$ cat config.mk
export PLATFORM = sky130hd
export DESIGN_NAME = a64_instruction_classifier_top
export DESIGN_NICKNAME = d
export VERILOG_FILES = /design/src/rtl/a64ic_pkg.sv /design/src/rtl/a64ic_front.sv /design/src/rtl/a64ic_queue.sv /design/src/rtl/a64ic_back.sv /design/src/rtl/a64_instruction_classifier_top.sv
export SDC_FILE = /design/constraint.sdc
export NUM_CORES = 1
export LEC_CHECK = 0
export BUFFER_PORTS_ARGS = -buffer_cell sky130_fd_sc_hd__clkbuf_2
export CAP_MARGIN = 20
export CORE_MARGIN = 1.5
export CORE_UTILIZATION = 53
export CTS_CLUSTER_DIAMETER = 60
export DETAILED_ROUTE_END_ITERATION = 16
export GPL_TIMING_DRIVEN = 0
export PLACE_DENSITY = 0.81
export SETUP_SLACK_MARGIN = 0.02
export SYNTH_ARGS = -nofsm -noshare
export SYNTH_HDL_FRONTEND = slang
export SYNTH_SLANG_ARGS = --single-unit
$ cat constraint.sdc
create_clock -name clk -period 7.4 [get_ports clk]
set_input_delay 1.11 -clock clk [delete_from_list [all_inputs] [get_ports clk]]
set_output_delay 1.11 -clock clk [all_outputs]
set_load 0.05 [all_outputs]
$ cat src/rtl/a64ic_pkg.sv
// types, class codes and match patterns shared by the instruction classifier
package a64ic_pkg;

    localparam logic [4:0] CLS_B       = 5'd0;
    localparam logic [4:0] CLS_BL      = 5'd1;
    localparam logic [4:0] CLS_BCOND   = 5'd2;
    localparam logic [4:0] CLS_CBZ     = 5'd3;
    localparam logic [4:0] CLS_CBNZ    = 5'd4;
    localparam logic [4:0] CLS_TBZ     = 5'd5;
    localparam logic [4:0] CLS_TBNZ    = 5'd6;
    localparam logic [4:0] CLS_BR      = 5'd7;
    localparam logic [4:0] CLS_BLR     = 5'd8;
    localparam logic [4:0] CLS_RET     = 5'd9;
    localparam logic [4:0] CLS_ADR     = 5'd10;
    localparam logic [4:0] CLS_ADRP    = 5'd11;
    localparam logic [4:0] CLS_LDR_GPR = 5'd12;
    localparam logic [4:0] CLS_LDR_FP  = 5'd13;
    localparam logic [4:0] CLS_MRS     = 5'd14;
    localparam logic [4:0] CLS_MSR     = 5'd15;
    localparam logic [4:0] CLS_SVC     = 5'd16;
    localparam logic [4:0] CLS_OTHER   = 5'd17;

    localparam logic [2:0] KIND_W = 3'd0;
    localparam logic [2:0] KIND_X = 3'd1;
    localparam logic [2:0] KIND_S = 3'd2;

    localparam logic [1:0] BR_OP_BR   = 2'd0;
    localparam logic [1:0] BR_OP_BLR  = 2'd1;
    localparam logic [1:0] BR_OP_RET  = 2'd2;
    localparam logic [1:0] OPC_NONE   = 2'd3;

    localparam logic [31:0] MASK_B     = 32'h7c00_0000;
    localparam logic [31:0] PAT_B      = 32'h1400_0000;
    localparam logic [31:0] MASK_BCOND = 32'hff00_0010;
    localparam logic [31:0] PAT_BCOND  = 32'h5400_0000;
    localparam logic [31:0] MASK_CMPTB = 32'h7e00_0000;
    localparam logic [31:0] PAT_CB     = 32'h3400_0000;
    localparam logic [31:0] PAT_TB     = 32'h3600_0000;
    localparam logic [31:0] MASK_BR    = 32'hff9f_fc1f;
    localparam logic [31:0] PAT_BR     = 32'hd61f_0000;
    localparam logic [31:0] MASK_ADR   = 32'h1f00_0000;
    localparam logic [31:0] PAT_ADR    = 32'h1000_0000;
    localparam logic [31:0] MASK_LDRG  = 32'hbf00_0000;
    localparam logic [31:0] PAT_LDRG   = 32'h1800_0000;
    localparam logic [31:0] MASK_LDRF  = 32'h3f00_0000;
    localparam logic [31:0] PAT_LDRF   = 32'h1c00_0000;
    localparam logic [31:0] MASK_SYS   = 32'hffff_ffe0;
    localparam logic [31:0] PAT_MRS    = 32'hd53b_d040;
    localparam logic [31:0] PAT_MSR    = 32'hd51b_d040;
    localparam logic [31:0] MASK_SVC   = 32'hffe0_001f;
    localparam logic [31:0] PAT_SVC    = 32'hd400_0001;

    typedef struct packed {
        logic [31:0] instr_word;
        logic [63:0] pc;
    } in_beat_t;

    typedef struct packed {
        logic [4:0]  op_class;
        logic [63:0] target_addr;
        logic [3:0]  cond_code;
        logic [2:0]  reg_kind;
        logic [4:0]  reg_primary;
        logic [4:0]  reg_second;
        logic [4:0]  reg_third;
        logic [4:0]  reg_fourth;
        logic [5:0]  bit_index;
        logic [15:0] imm_value;
        logic [1:0]  mem_size_code;
        logic [63:0] next_pc;
    } out_beat_t;

    typedef struct packed {
        logic [4:0]         op_class;
        logic signed [32:0] offset;
        logic               page_base;
        logic               has_target;
        logic [3:0]         cond_code;
        logic [2:0]         reg_kind;
        logic [4:0]         reg_primary;
        logic [4:0]         reg_second;
        logic [4:0]         reg_third;
        logic [4:0]         reg_fourth;
        logic [5:0]         bit_index;
        logic [15:0]        imm_value;
        logic [1:0]         mem_size_code;
    } dec_t;

endpackage

$ cat src/rtl/a64ic_front.sv
// front end: matches the instruction word and extracts its fields and pc-relative offset
module a64ic_front
(
    input  logic [31:0]    instr_word,
    output a64ic_pkg::dec_t dec
);

    logic [31:0]        w;
    logic signed [32:0] off19;

    assign w     = instr_word;
    assign off19 = 33'($signed({w[23:5], 2'b00}));

    always_comb
    begin
        dec = '0;
        priority if ((w & a64ic_pkg::MASK_B) == a64ic_pkg::PAT_B)
        begin
            dec.op_class   = w[31] ? a64ic_pkg::CLS_BL : a64ic_pkg::CLS_B;
            dec.offset     = 33'($signed({w[25:0], 2'b00}));
            dec.has_target = 1'b1;
        end
        else if ((w & a64ic_pkg::MASK_BCOND) == a64ic_pkg::PAT_BCOND)
        begin
            dec.op_class   = a64ic_pkg::CLS_BCOND;
            dec.offset     = off19;
            dec.has_target = 1'b1;
            dec.cond_code  = w[3:0];
        end
        else if ((w & a64ic_pkg::MASK_CMPTB) == a64ic_pkg::PAT_CB)
        begin
            dec.op_class    = w[24] ? a64ic_pkg::CLS_CBNZ : a64ic_pkg::CLS_CBZ;
            dec.offset      = off19;
            dec.has_target  = 1'b1;
            dec.reg_kind    = w[31] ? a64ic_pkg::KIND_X : a64ic_pkg::KIND_W;
            dec.reg_primary = w[4:0];
        end
        else if ((w & a64ic_pkg::MASK_CMPTB) == a64ic_pkg::PAT_TB)
        begin
            dec.op_class    = w[24] ? a64ic_pkg::CLS_TBNZ : a64ic_pkg::CLS_TBZ;
            dec.offset      = 33'($signed({w[18:5], 2'b00}));
            dec.has_target  = 1'b1;
            dec.reg_kind    = a64ic_pkg::KIND_X;
            dec.reg_primary = w[4:0];
            dec.bit_index   = {w[31], w[23:19]};
        end
        else if (((w & a64ic_pkg::MASK_BR) == a64ic_pkg::PAT_BR)
                 && (w[22:21] != a64ic_pkg::OPC_NONE))
        begin
            unique case (w[22:21])
                a64ic_pkg::BR_OP_BR:  dec.op_class = a64ic_pkg::CLS_BR;
                a64ic_pkg::BR_OP_BLR: dec.op_class = a64ic_pkg::CLS_BLR;
                default:              dec.op_class = a64ic_pkg::CLS_RET;
            endcase
            dec.reg_kind    = a64ic_pkg::KIND_X;
            dec.reg_primary = w[9:5];
        end
        else if ((w & a64ic_pkg::MASK_ADR) == a64ic_pkg::PAT_ADR)
        begin
            if (w[31])
            begin
                dec.op_class  = a64ic_pkg::CLS_ADRP;
                dec.offset    = $signed({w[23:5], w[30:29], 12'h000});
                dec.page_base = 1'b1;
            end
            else
            begin
                dec.op_class = a64ic_pkg::CLS_ADR;
                dec.offset   = 33'($signed({w[23:5], w[30:29]}));
            end
            dec.has_target  = 1'b1;
            dec.reg_kind    = a64ic_pkg::KIND_X;
            dec.reg_primary = w[4:0];
        end
        else if ((w & a64ic_pkg::MASK_LDRG) == a64ic_pkg::PAT_LDRG)
        begin
            dec.op_class      = a64ic_pkg::CLS_LDR_GPR;
            dec.offset        = off19;
            dec.has_target    = 1'b1;
            dec.reg_kind      = w[30] ? a64ic_pkg::KIND_X : a64ic_pkg::KIND_W;
            dec.mem_size_code = {1'b0, w[30]};
            dec.reg_primary   = w[4:0];
        end
        else if (((w & a64ic_pkg::MASK_LDRF) == a64ic_pkg::PAT_LDRF)
                 && (w[31:30] != a64ic_pkg::OPC_NONE))
        begin
            dec.op_class      = a64ic_pkg::CLS_LDR_FP;
            dec.offset        = off19;
            dec.has_target    = 1'b1;
            dec.reg_kind      = a64ic_pkg::KIND_S + {1'b0, w[31:30]};
            dec.mem_size_code = w[31:30];
            dec.reg_primary   = w[4:0];
        end
        else if ((w & a64ic_pkg::MASK_SYS) == a64ic_pkg::PAT_MRS)
        begin
            dec.op_class    = a64ic_pkg::CLS_MRS;
            dec.reg_kind    = a64ic_pkg::KIND_X;
            dec.reg_primary = w[4:0];
        end
        else if ((w & a64ic_pkg::MASK_SYS) == a64ic_pkg::PAT_MSR)
        begin
            dec.op_class    = a64ic_pkg::CLS_MSR;
            dec.reg_kind    = a64ic_pkg::KIND_X;
            dec.reg_primary = w[4:0];
        end
        else if ((w & a64ic_pkg::MASK_SVC) == a64ic_pkg::PAT_SVC)
        begin
            dec.op_class  = a64ic_pkg::CLS_SVC;
            dec.imm_value = w[20:5];
        end
        else
        begin
            dec.op_class    = a64ic_pkg::CLS_OTHER;
            dec.reg_kind    = a64ic_pkg::KIND_X;
            dec.reg_primary = w[4:0];
            dec.reg_second  = w[9:5];
            dec.reg_third   = w[14:10];
            dec.reg_fourth  = w[20:16];
        end
    end

endmodule

$ cat src/rtl/a64ic_queue.sv
// small fifo between the front end and the back end
module a64ic_queue
#(
    parameter int WIDTH = 8,
    parameter int DEPTH = 2
)
(
    input  logic             clk,
    input  logic             rst_n,
    input  logic             wr_valid,
    output logic             wr_ready,
    input  logic [WIDTH-1:0] wr_data,
    output logic             rd_valid,
    input  logic             rd_ready,
    output logic [WIDTH-1:0] rd_data
);

    localparam int PTR_W = (DEPTH > 1) ? $clog2(DEPTH) : 1;
    localparam int CNT_W = $clog2(DEPTH + 1);

    logic [WIDTH-1:0] mem_reg [DEPTH];
    logic [PTR_W-1:0] wr_ptr_reg, wr_ptr_next;
    logic [PTR_W-1:0] rd_ptr_reg, rd_ptr_next;
    logic [CNT_W-1:0] count_reg, count_next;
    logic             push, pop;

    assign wr_ready = (count_reg != CNT_W'(DEPTH));
    assign rd_valid = (count_reg != '0);
    assign rd_data  = mem_reg[rd_ptr_reg];
    assign push     = wr_valid && wr_ready;
    assign pop      = rd_valid && rd_ready;

    always_comb
    begin
        wr_ptr_next = wr_ptr_reg;
        rd_ptr_next = rd_ptr_reg;
        count_next  = count_reg;
        if (push)
        begin
            wr_ptr_next = (wr_ptr_reg == PTR_W'(DEPTH - 1)) ? '0 : wr_ptr_reg + 1'b1;
        end
        if (pop)
        begin
            rd_ptr_next = (rd_ptr_reg == PTR_W'(DEPTH - 1)) ? '0 : rd_ptr_reg + 1'b1;
        end
        if (push && !pop)
        begin
            count_next = count_reg + 1'b1;
        end
        else if (pop && !push)
        begin
            count_next = count_reg - 1'b1;
        end
    end

    always_ff @(posedge clk or negedge rst_n)
    begin
        if (!rst_n)
        begin
            wr_ptr_reg <= '0;
            rd_ptr_reg <= '0;
            count_reg  <= '0;
        end
        else
        begin
            wr_ptr_reg <= wr_ptr_next;
            rd_ptr_reg <= rd_ptr_next;
            count_reg  <= count_next;
        end
    end

    always_ff @(posedge clk)
    begin
        if (push)
        begin
            mem_reg[wr_ptr_reg] <= wr_data;
        end
    end

endmodule

$ cat src/rtl/a64ic_back.sv
// back end: forms target and next pc and holds the result beat in an output register
module a64ic_back
#(
    parameter int ADDR_WIDTH = 64
)
(
    input  logic                  clk,
    input  logic                  rst_n,
    input  logic                  q_valid,
    output logic                  q_ready,
    input  a64ic_pkg::dec_t       dec,
    input  logic [ADDR_WIDTH-1:0] pc,
    output logic                  result_valid,
    input  logic                  result_ready,
    output a64ic_pkg::out_beat_t  result
);

    logic                  valid_reg;
    a64ic_pkg::out_beat_t  result_reg, result_next;
    logic [ADDR_WIDTH-1:0] base;
    logic [ADDR_WIDTH-1:0] target;
    logic [ADDR_WIDTH-1:0] next_pc;

    assign q_ready      = !valid_reg || result_ready;
    assign result_valid = valid_reg;
    assign result       = result_reg;

    assign base    = dec.page_base ? {pc[ADDR_WIDTH-1:12], 12'h000} : pc;
    assign target  = base + ADDR_WIDTH'(dec.offset);
    assign next_pc = pc + ADDR_WIDTH'(4);

    always_comb
    begin
        result_next               = '0;
        result_next.op_class      = dec.op_class;
        result_next.target_addr   = dec.has_target ? 64'(target) : 64'h0;
        result_next.cond_code     = dec.cond_code;
        result_next.reg_kind      = dec.reg_kind;
        result_next.reg_primary   = dec.reg_primary;
        result_next.reg_second    = dec.reg_second;
        result_next.reg_third     = dec.reg_third;
        result_next.reg_fourth    = dec.reg_fourth;
        result_next.bit_index     = dec.bit_index;
        result_next.imm_value     = dec.imm_value;
        result_next.mem_size_code = dec.mem_size_code;
        result_next.next_pc       = 64'(next_pc);
    end

    always_ff @(posedge clk or negedge rst_n)
    begin
        if (!rst_n)
        begin
            valid_reg <= 1'b0;
        end
        else if (q_ready)
        begin
            valid_reg <= q_valid;
        end
    end

    always_ff @(posedge clk)
    begin
        if (q_ready && q_valid)
        begin
            result_reg <= result_next;
        end
    end

endmodule

$ cat src/rtl/a64_instruction_classifier_top.sv
// top level of the a64 instruction classifier
// Classifies one 32-bit A64 instruction word per beat and returns one result beat holding
// its class, decoded fields, pc-relative target and next pc. One instruction is accepted
// every cycle while the queue has room (instr_ready); a result is registered first by the
// write into the front-to-back queue and then in the output register behind the
// target adder. The queue (QUEUE_DEPTH entries) lets input stay open while a result
// waits to be taken. Addresses are computed modulo 2^ADDR_WIDTH and zero-extended
// to 64 bits on the ports.
module a64_instruction_classifier_top
#(
    parameter int ADDR_WIDTH  = 64,
    parameter int QUEUE_DEPTH = 2
)
(
    input  logic                 clk,
    input  logic                 rst_n,
    input  logic                 instr_valid,
    output logic                 instr_ready,
    input  a64ic_pkg::in_beat_t  instr,
    output logic                 result_valid,
    input  logic                 result_ready,
    output a64ic_pkg::out_beat_t result
);

    localparam int DEC_W = $bits(a64ic_pkg::dec_t);
    localparam int Q_W   = DEC_W + ADDR_WIDTH;

    a64ic_pkg::dec_t       dec_front;
    a64ic_pkg::dec_t       dec_back;
    logic [ADDR_WIDTH-1:0] pc_back;
    logic [Q_W-1:0]        q_wr_data;
    logic [Q_W-1:0]        q_rd_data;
    logic                  q_valid;
    logic                  q_ready;

    a64ic_front u_front
    (
        .instr_word (instr.instr_word),
        .dec        (dec_front)
    );

    assign q_wr_data = {dec_front, instr.pc[ADDR_WIDTH-1:0]};

    a64ic_queue
    #(
        .WIDTH (Q_W),
        .DEPTH (QUEUE_DEPTH)
    )
    u_queue
    (
        .clk      (clk),
        .rst_n    (rst_n),
        .wr_valid (instr_valid),
        .wr_ready (instr_ready),
        .wr_data  (q_wr_data),
        .rd_valid (q_valid),
        .rd_ready (q_ready),
        .rd_data  (q_rd_data)
    );

    assign dec_back = a64ic_pkg::dec_t'(q_rd_data[Q_W-1:ADDR_WIDTH]);
    assign pc_back  = q_rd_data[ADDR_WIDTH-1:0];

    a64ic_back
    #(
        .ADDR_WIDTH (ADDR_WIDTH)
    )
    u_back
    (
        .clk          (clk),
        .rst_n        (rst_n),
        .q_valid      (q_valid),
        .q_ready      (q_ready),
        .dec          (dec_back),
        .pc           (pc_back),
        .result_valid (result_valid),
        .result_ready (result_ready),
        .result       (result)
    );

endmodule

# Yosys cells after proc, flatten, opt, wreduce, memory -nomap -nowiden

Memories as Yosys holds them, arrays and structs flattened.
Index checks and enable logic that the tools add are counted.

Add/sub/neg operators: 7
Eq/ne operators: 15
Mux-type cells: 71
Reductions and logical operators: 13

Operators with widths:

| cell                                           | number |
|---|---|
| 2-to-1 mux 38 bit                              | 6 |
| 2-to-1 mux 15 bit                              | 7 |
| 2-to-1 mux 16 bit                              | 5 |
| adder 64 x 3 -> 64 bit (second input constant) | 1 |
| adder 64 bit                                   | 1 |
| 2-to-1 mux 8 bit                               | 8 |
| == test 27 bit (second input constant)         | 2 |
| 2-to-1 mux 18 bit                              | 3 |
| 2-to-1 mux 51 bit                              | 1 |
| 2-to-1 mux 47 bit                              | 1 |
| 2-to-1 mux 39 bit                              | 1 |
| 2-to-1 mux 35 bit                              | 1 |
| 2-to-1 mux 34 bit                              | 1 |
| 2-to-1 mux 33 bit                              | 1 |
| == test 25 bit (second input constant)         | 1 |
| 2-to-1 mux 1 bit                               | 21 |
| 2-to-1 mux 21 bit                              | 1 |
| 2-to-1 mux 5 bit                               | 4 |
| == test 6 x 5 -> 1 bit (second input constant) | 3 |
| == test 16 bit (second input constant)         | 1 |
| 2-to-1 mux 12 bit                              | 1 |
| 2-to-1 mux 2 bit                               | 5 |
| == test 9 x 8 -> 1 bit (second input constant) | 1 |
| case mux 4 bit (2 select lines)                | 1 |
| 17 further kinds                               | 28 |

Register bits after elaboration: 189
RAM bits: 310
Input bits: 100
Output and inout bits: 186
Word-level logic and storage cells: 123
Memories kept: 1

Memory list:

| name            | words | width | read ports | clocked after Yosys merged registers in | wr ports | line              | source |
|---|---|---|---|---|---|---|---|
| u_queue.mem_reg | 2     | 155   | 1          | 0                                       | 1        | a64ic_queue.sv:21 | `logic [WIDTH-1:0] mem_reg [DEPTH];` |

# Longest topological paths before layout

Word-level depth: 12
Mapped depth: 22
Mapped depth without buffers: 13

# Modules after synthesis

Synthesis repeated with hierarchy kept, for this count alone.

Cells, all modules: 1,773
Area, all modules: 24,074.3 µm²

By module, submodules not included:

| module      | instances | cells each | area an instance (µm²) | seq. area each (µm²) |
|---|---|---|---|---|
| a64ic_queue | 1         | 500        | 11,433.5               | 9,409.0 |
| a64ic_back  | 1         | 1,023      | 11,068.1               | 5,550.3 |
| a64ic_front | 1         | 250        | 1,572.8                | 0.0 |

# Least setup slack after synthesis

OpenSTA, ideal clock, no wires.

Path type: in2reg
From: in instr_valid
To: mem u_queue.mem_reg[0][0] (netlist bit) (enable)
Setup time: 0.670 ns
Data arrival time: 7.616 ns
Data required time: 6.730 ns
Slack: -0.886 ns
Stages on the path: 2
Path buffers: 0
Path through: nand2_1 > nor2_1

Cells in the longest elaborated chain, start to end: 3

Ends and longest elaborated chain:

| element                                | line                                 | source |
|---|---|---|
| from (decl)                            | a64_instruction_classifier_top.sv:17 | `input logic instr_valid,` |
| logical AND 1 bit                      | a64ic_queue.sv:30                    | `assign push = wr_valid && wr_ready;` |
| 2-to-1 mux 1 bit                       | a64ic_queue.sv:74                    | `if (push)` |
| 2-to-1 mux 1 bit (not written as such) | a64ic_queue.sv:76                    | `mem_reg[wr_ptr_reg] <= wr_data;` |
| to (decl)                              | a64ic_queue.sv:21                    |  |

No other way between the ends.

# Worst setup path after layout

From: reg u_queue.rd_ptr_reg
To: reg u_back.result_reg (netlist bit u_back.result[174]), data pin

Cells in the longest elaborated chain, start to end: 3

Ends and longest elaborated chain:

| element                  | line              | source |
|---|---|---|
| from (decl)              | a64ic_queue.sv:23 | `logic [PTR_W-1:0] rd_ptr_reg, rd_ptr_next;` |
| from (signal assigned)   | a64ic_queue.sv:67 | `rd_ptr_reg <= rd_ptr_next;` |
| memory (2 x 155 bit) (*) | -                 |  |
| 2-to-1 mux 12 bit        | a64ic_back.sv:28  | `assign base = dec.page_base ? {pc[ADDR_WIDTH-1:12], 12'h000} : pc;` |
| adder 64 bit             | a64ic_back.sv:29  | `assign target = base + ADDR_WIDTH'(dec.offset);` |
| to (signal assigned)     | a64ic_back.sv:65  | `result_reg <= result_next;` |
| to (decl)                | a64ic_back.sv:19  | `a64ic_pkg::out_beat_t result_reg, result_next;` |

Mark *: on every way between the ends. The rest lies on a longest branch, timed or not.
A chain may end at the register's enable or synchronous reset.

==> summary.md <==
| Metric | Value |
|---|---|
| Synth Area in Adders | 3.51% |
| DP Wirelength | 45500 um |
| Number of flip-flops under the largest register name | 308 |
| Vias | 16400 |
| Share of cells above drive strength 1 | 24.2% |
| Post-layout min period | 7.14 ns |
| Critical path launch point type | register |
| Critical path fanouts, max | 10 |
| Final setup vio count | 0 |
| CTS max path bufs | 3 |
| Syn_nets | 1983 |
| Pre-CTS setup slack | 0.131 ns |
| First-pass GRT wire length | 94100 um |
| Initial Util | 53.7% |
| Slew Limit Headroom | 40.5% |
| TritonCTS clock tree | yes |
| Crit path required time | 7.84 ns |
| Total core area | 0.0442 mm2 |
| Largest family of logic cells by synthesized area | simple AND/OR/NAND/NOR gates |
| Slew Viols, Final | 0 |
| Gpl congestion | 0.915 |
| CTS Hold Bufs | 0 |
| Mux contribution to synthesized area | 7.46% |
| Worst Hold Class | input port to asynchronous set/reset pin |
| DR pass1 iterations | 6 |
| R2R Setup Slk | 0.26 ns |
| Final period utilization | 96.4% |
| Syn Area/Cell | 13.1 um2 |
| WL/cell | 22.3 um |
| CTS-repair resized insts | 0 |
| Port bufs | 283 |
| Cell area after synthesis | 0.0237 mm2 |
| Synth Warn # | 0 |
| GR Overflow Total | 0 |
| Worst EP arrival | 7.57 ns |
| Fmax achieved | 140 MHz |
| Top-area cell type share of the netlist area | 62.1% |
| Status | finished clean |
| Die ar. | 0.0461 mm2 |
| Overall Global Routing Usage | 26.8% |
| Initial drt markers | 1464 |
| Yosys top cell by area | edfxtp_1 |
| Clk slew on worst S/H paths | 0.06 ns |
| Post-synthesis simple-gate area fraction | 11.3% |
| Top_reg_cell synth | edfxtp_1 |
| Max_cap viols | 0 |
| Synthesis-to-finish area growth | 16.5% |
| Synth Area in Compound Gates | 8.48% |
| ANT nets after route | 0 |
| DRT Wirelength | 62200 um |
| # nets final | 2328 |
| Die Wd | 215 um |
| Most frequent cells in the layout | edfxtp_1, clkbuf_2, nor2_1 |
| Critical path endpoint category | register |
| CP Class | register to register |
| Filler cells | 3340 |
| Netlist cell types | 76 |
| # DRC | 0 |
| Die height | 215 um |
| Row count | 77 |
| Vias in the first global route | 16500 |
| I/O pins | 286 |
| DR vias/cell | 5.88 |
| Final Hold Vio Count | 0 |
| Syn Inst Count | 1817 |
| CTS buffer count | 49 |
| CTS H-tree lvls | 2 |
| Sequential share of the synthesized area | 62.6% |
| Async SR Flop Fraction | 1.01% |
| Worst-Skew Late Latency | 0.61 ns |
| Clock Sinks | 496 |
| Largest cells by area after synthesis | edfxtp_1, mux2_2, ha_1 |
| Post-synth EDFFs | 491 |
| Antenna Cells | 0 |
| Largest net degree at the start of global routing | 116 |
| Unrepaired setup endpoints after global routing | false |
| Postcts setup bufs | 0 |
| Final setup slack of the worst path | 0.265 ns |
| Initial antenna violation count | 0 |
| Final Skew | 0.0231 ns |
| Register bit total from synthesis | 496 |
| Commonest non-fill, non-tap cell in the layout | edfxtp_1 |
| Post-Synth XOR/XNOR Area | 4.39% |
| Clk root buf | clkbuf_16 |
| Worst Tran Pin Value | 0.884 ns |
| Hold WS | 0.320 ns |
[path summary, 6_finish.rpt]
path	start	endpoint	cells after the start
worst max-delay path	u_queue.rd_ptr_reg$_DFFE_PN0P_	u_back.result[174]$_SDFFCE_PN0P_	22
worst min-delay path	rst_n	u_back.result_valid$_DFFE_PN0P_	1
worst max register to register	u_queue.rd_ptr_reg$_DFFE_PN0P_	u_back.result[174]$_SDFFCE_PN0P_	22
worst min register to register	u_back.result_valid$_DFFE_PN0P_	u_back.result_valid$_DFFE_PN0P_	2
max in group asynchronous	rst_n	u_queue.count_reg[1]$_DFFE_PN0P_	1
min in group clk	u_back.result_valid$_DFFE_PN0P_	u_back.result_valid$_DFFE_PN0P_	2
[logic make-up after synthesis]
| kind of cell | count (synthesis) |
|---|---|
| AND/OR/NAND/NOR | 540 |
| AO/OA/AOI/OAI | 316 |
| XOR/XNOR | 119 |
| buffers and inverters | 118 |
| multiplexers | 162 |
| flip-flops | 496 |
| adder cells (fa/ha/maj) | 66 |
[stage by stage]
step / util (%) / area (um2) / instances / setup TNS (ns)
3_5_place_dp: 59.1 / 26200 / 2703 / 0
3_3_place_gp: 58.6 / 25900 / 2692 / -94.58
4_1_cts: 62.5 / 27600 / 2787 / 0
2_1_floorplan: - / 23700 / 1817 / 0
5_1_grt: 62.5 / 27700 / 2787 / 0
6_report: 62.5 / 27700 / 2787 / 0
[synthesized netlist by cell type (6+ instances only)]
master,instances
a21boi_0,6
xor2_1,48
nor2_1,163
o21bai_1,16
nand2_1,124
nand4_1,25
nor2b_1,12
or2_2,13
nor4_1,9
o21a_1,6
a211oi_1,9
a21o_1,25
nor3_1,38
o21ai_0,79
mux2_2,120
inv_1,50
or3_1,9
clkbuf_1,45
a21oi_1,103
ha_1,65
nand3_1,36
edfxtp_1,491
nand2b_1,10
mux2i_1,42
a22o_1,13
and3_1,33
nand3b_1,9
and4_1,6
buf_2,14
o211ai_1,10
xnor2_1,71
and2_1,29
[per-layer routing]
metal,global-route usage (%),wire length (um),part of all wire (%)
met1,33.4,24400,39
met3,4.85,4630,7.4
met2,45.6,30400,49
met5,0,0,0
met4,12.7,2780,4.5
[final cells by class]
class	instances	area (um2)	area share, %
buffer	68	332	1.20
multi-input combinational	1203	8370	30.3
inverter	50	195	0.706
tap	592	741	2.68
clock inverter	22	223	0.805
clock buffer	62	1270	4.61
sequential	496	14900	53.8
timing repair buffer	294	1650	5.96
[critical path, cell delays in order, from the launching register on]
cell,delay [ns]
dfrtp_1,0.37
buf_6,0.19
buf_12,0.17
buf_12,0.17
buf_6,0.19
buf_2,0.39
buf_2,0.41
buf_2,0.34
buf_1,0.42
buf_16,0.21
buf_2,0.26
mux2_2,0.37
ha_1,0.27
clkbuf_1,0.34
and3_1,0.29
and3_1,0.17
o2111ai_1,0.23
a2111oi_1,0.84
o31ai_1,0.25
a21oi_1,0.34
a21oi_1,0.22
o21ai_0,0.24
mux2i_1,0.23
Power is not shown: default switching activity piles up to over one toggle a cycle in this logic, so the estimate is an artifact.
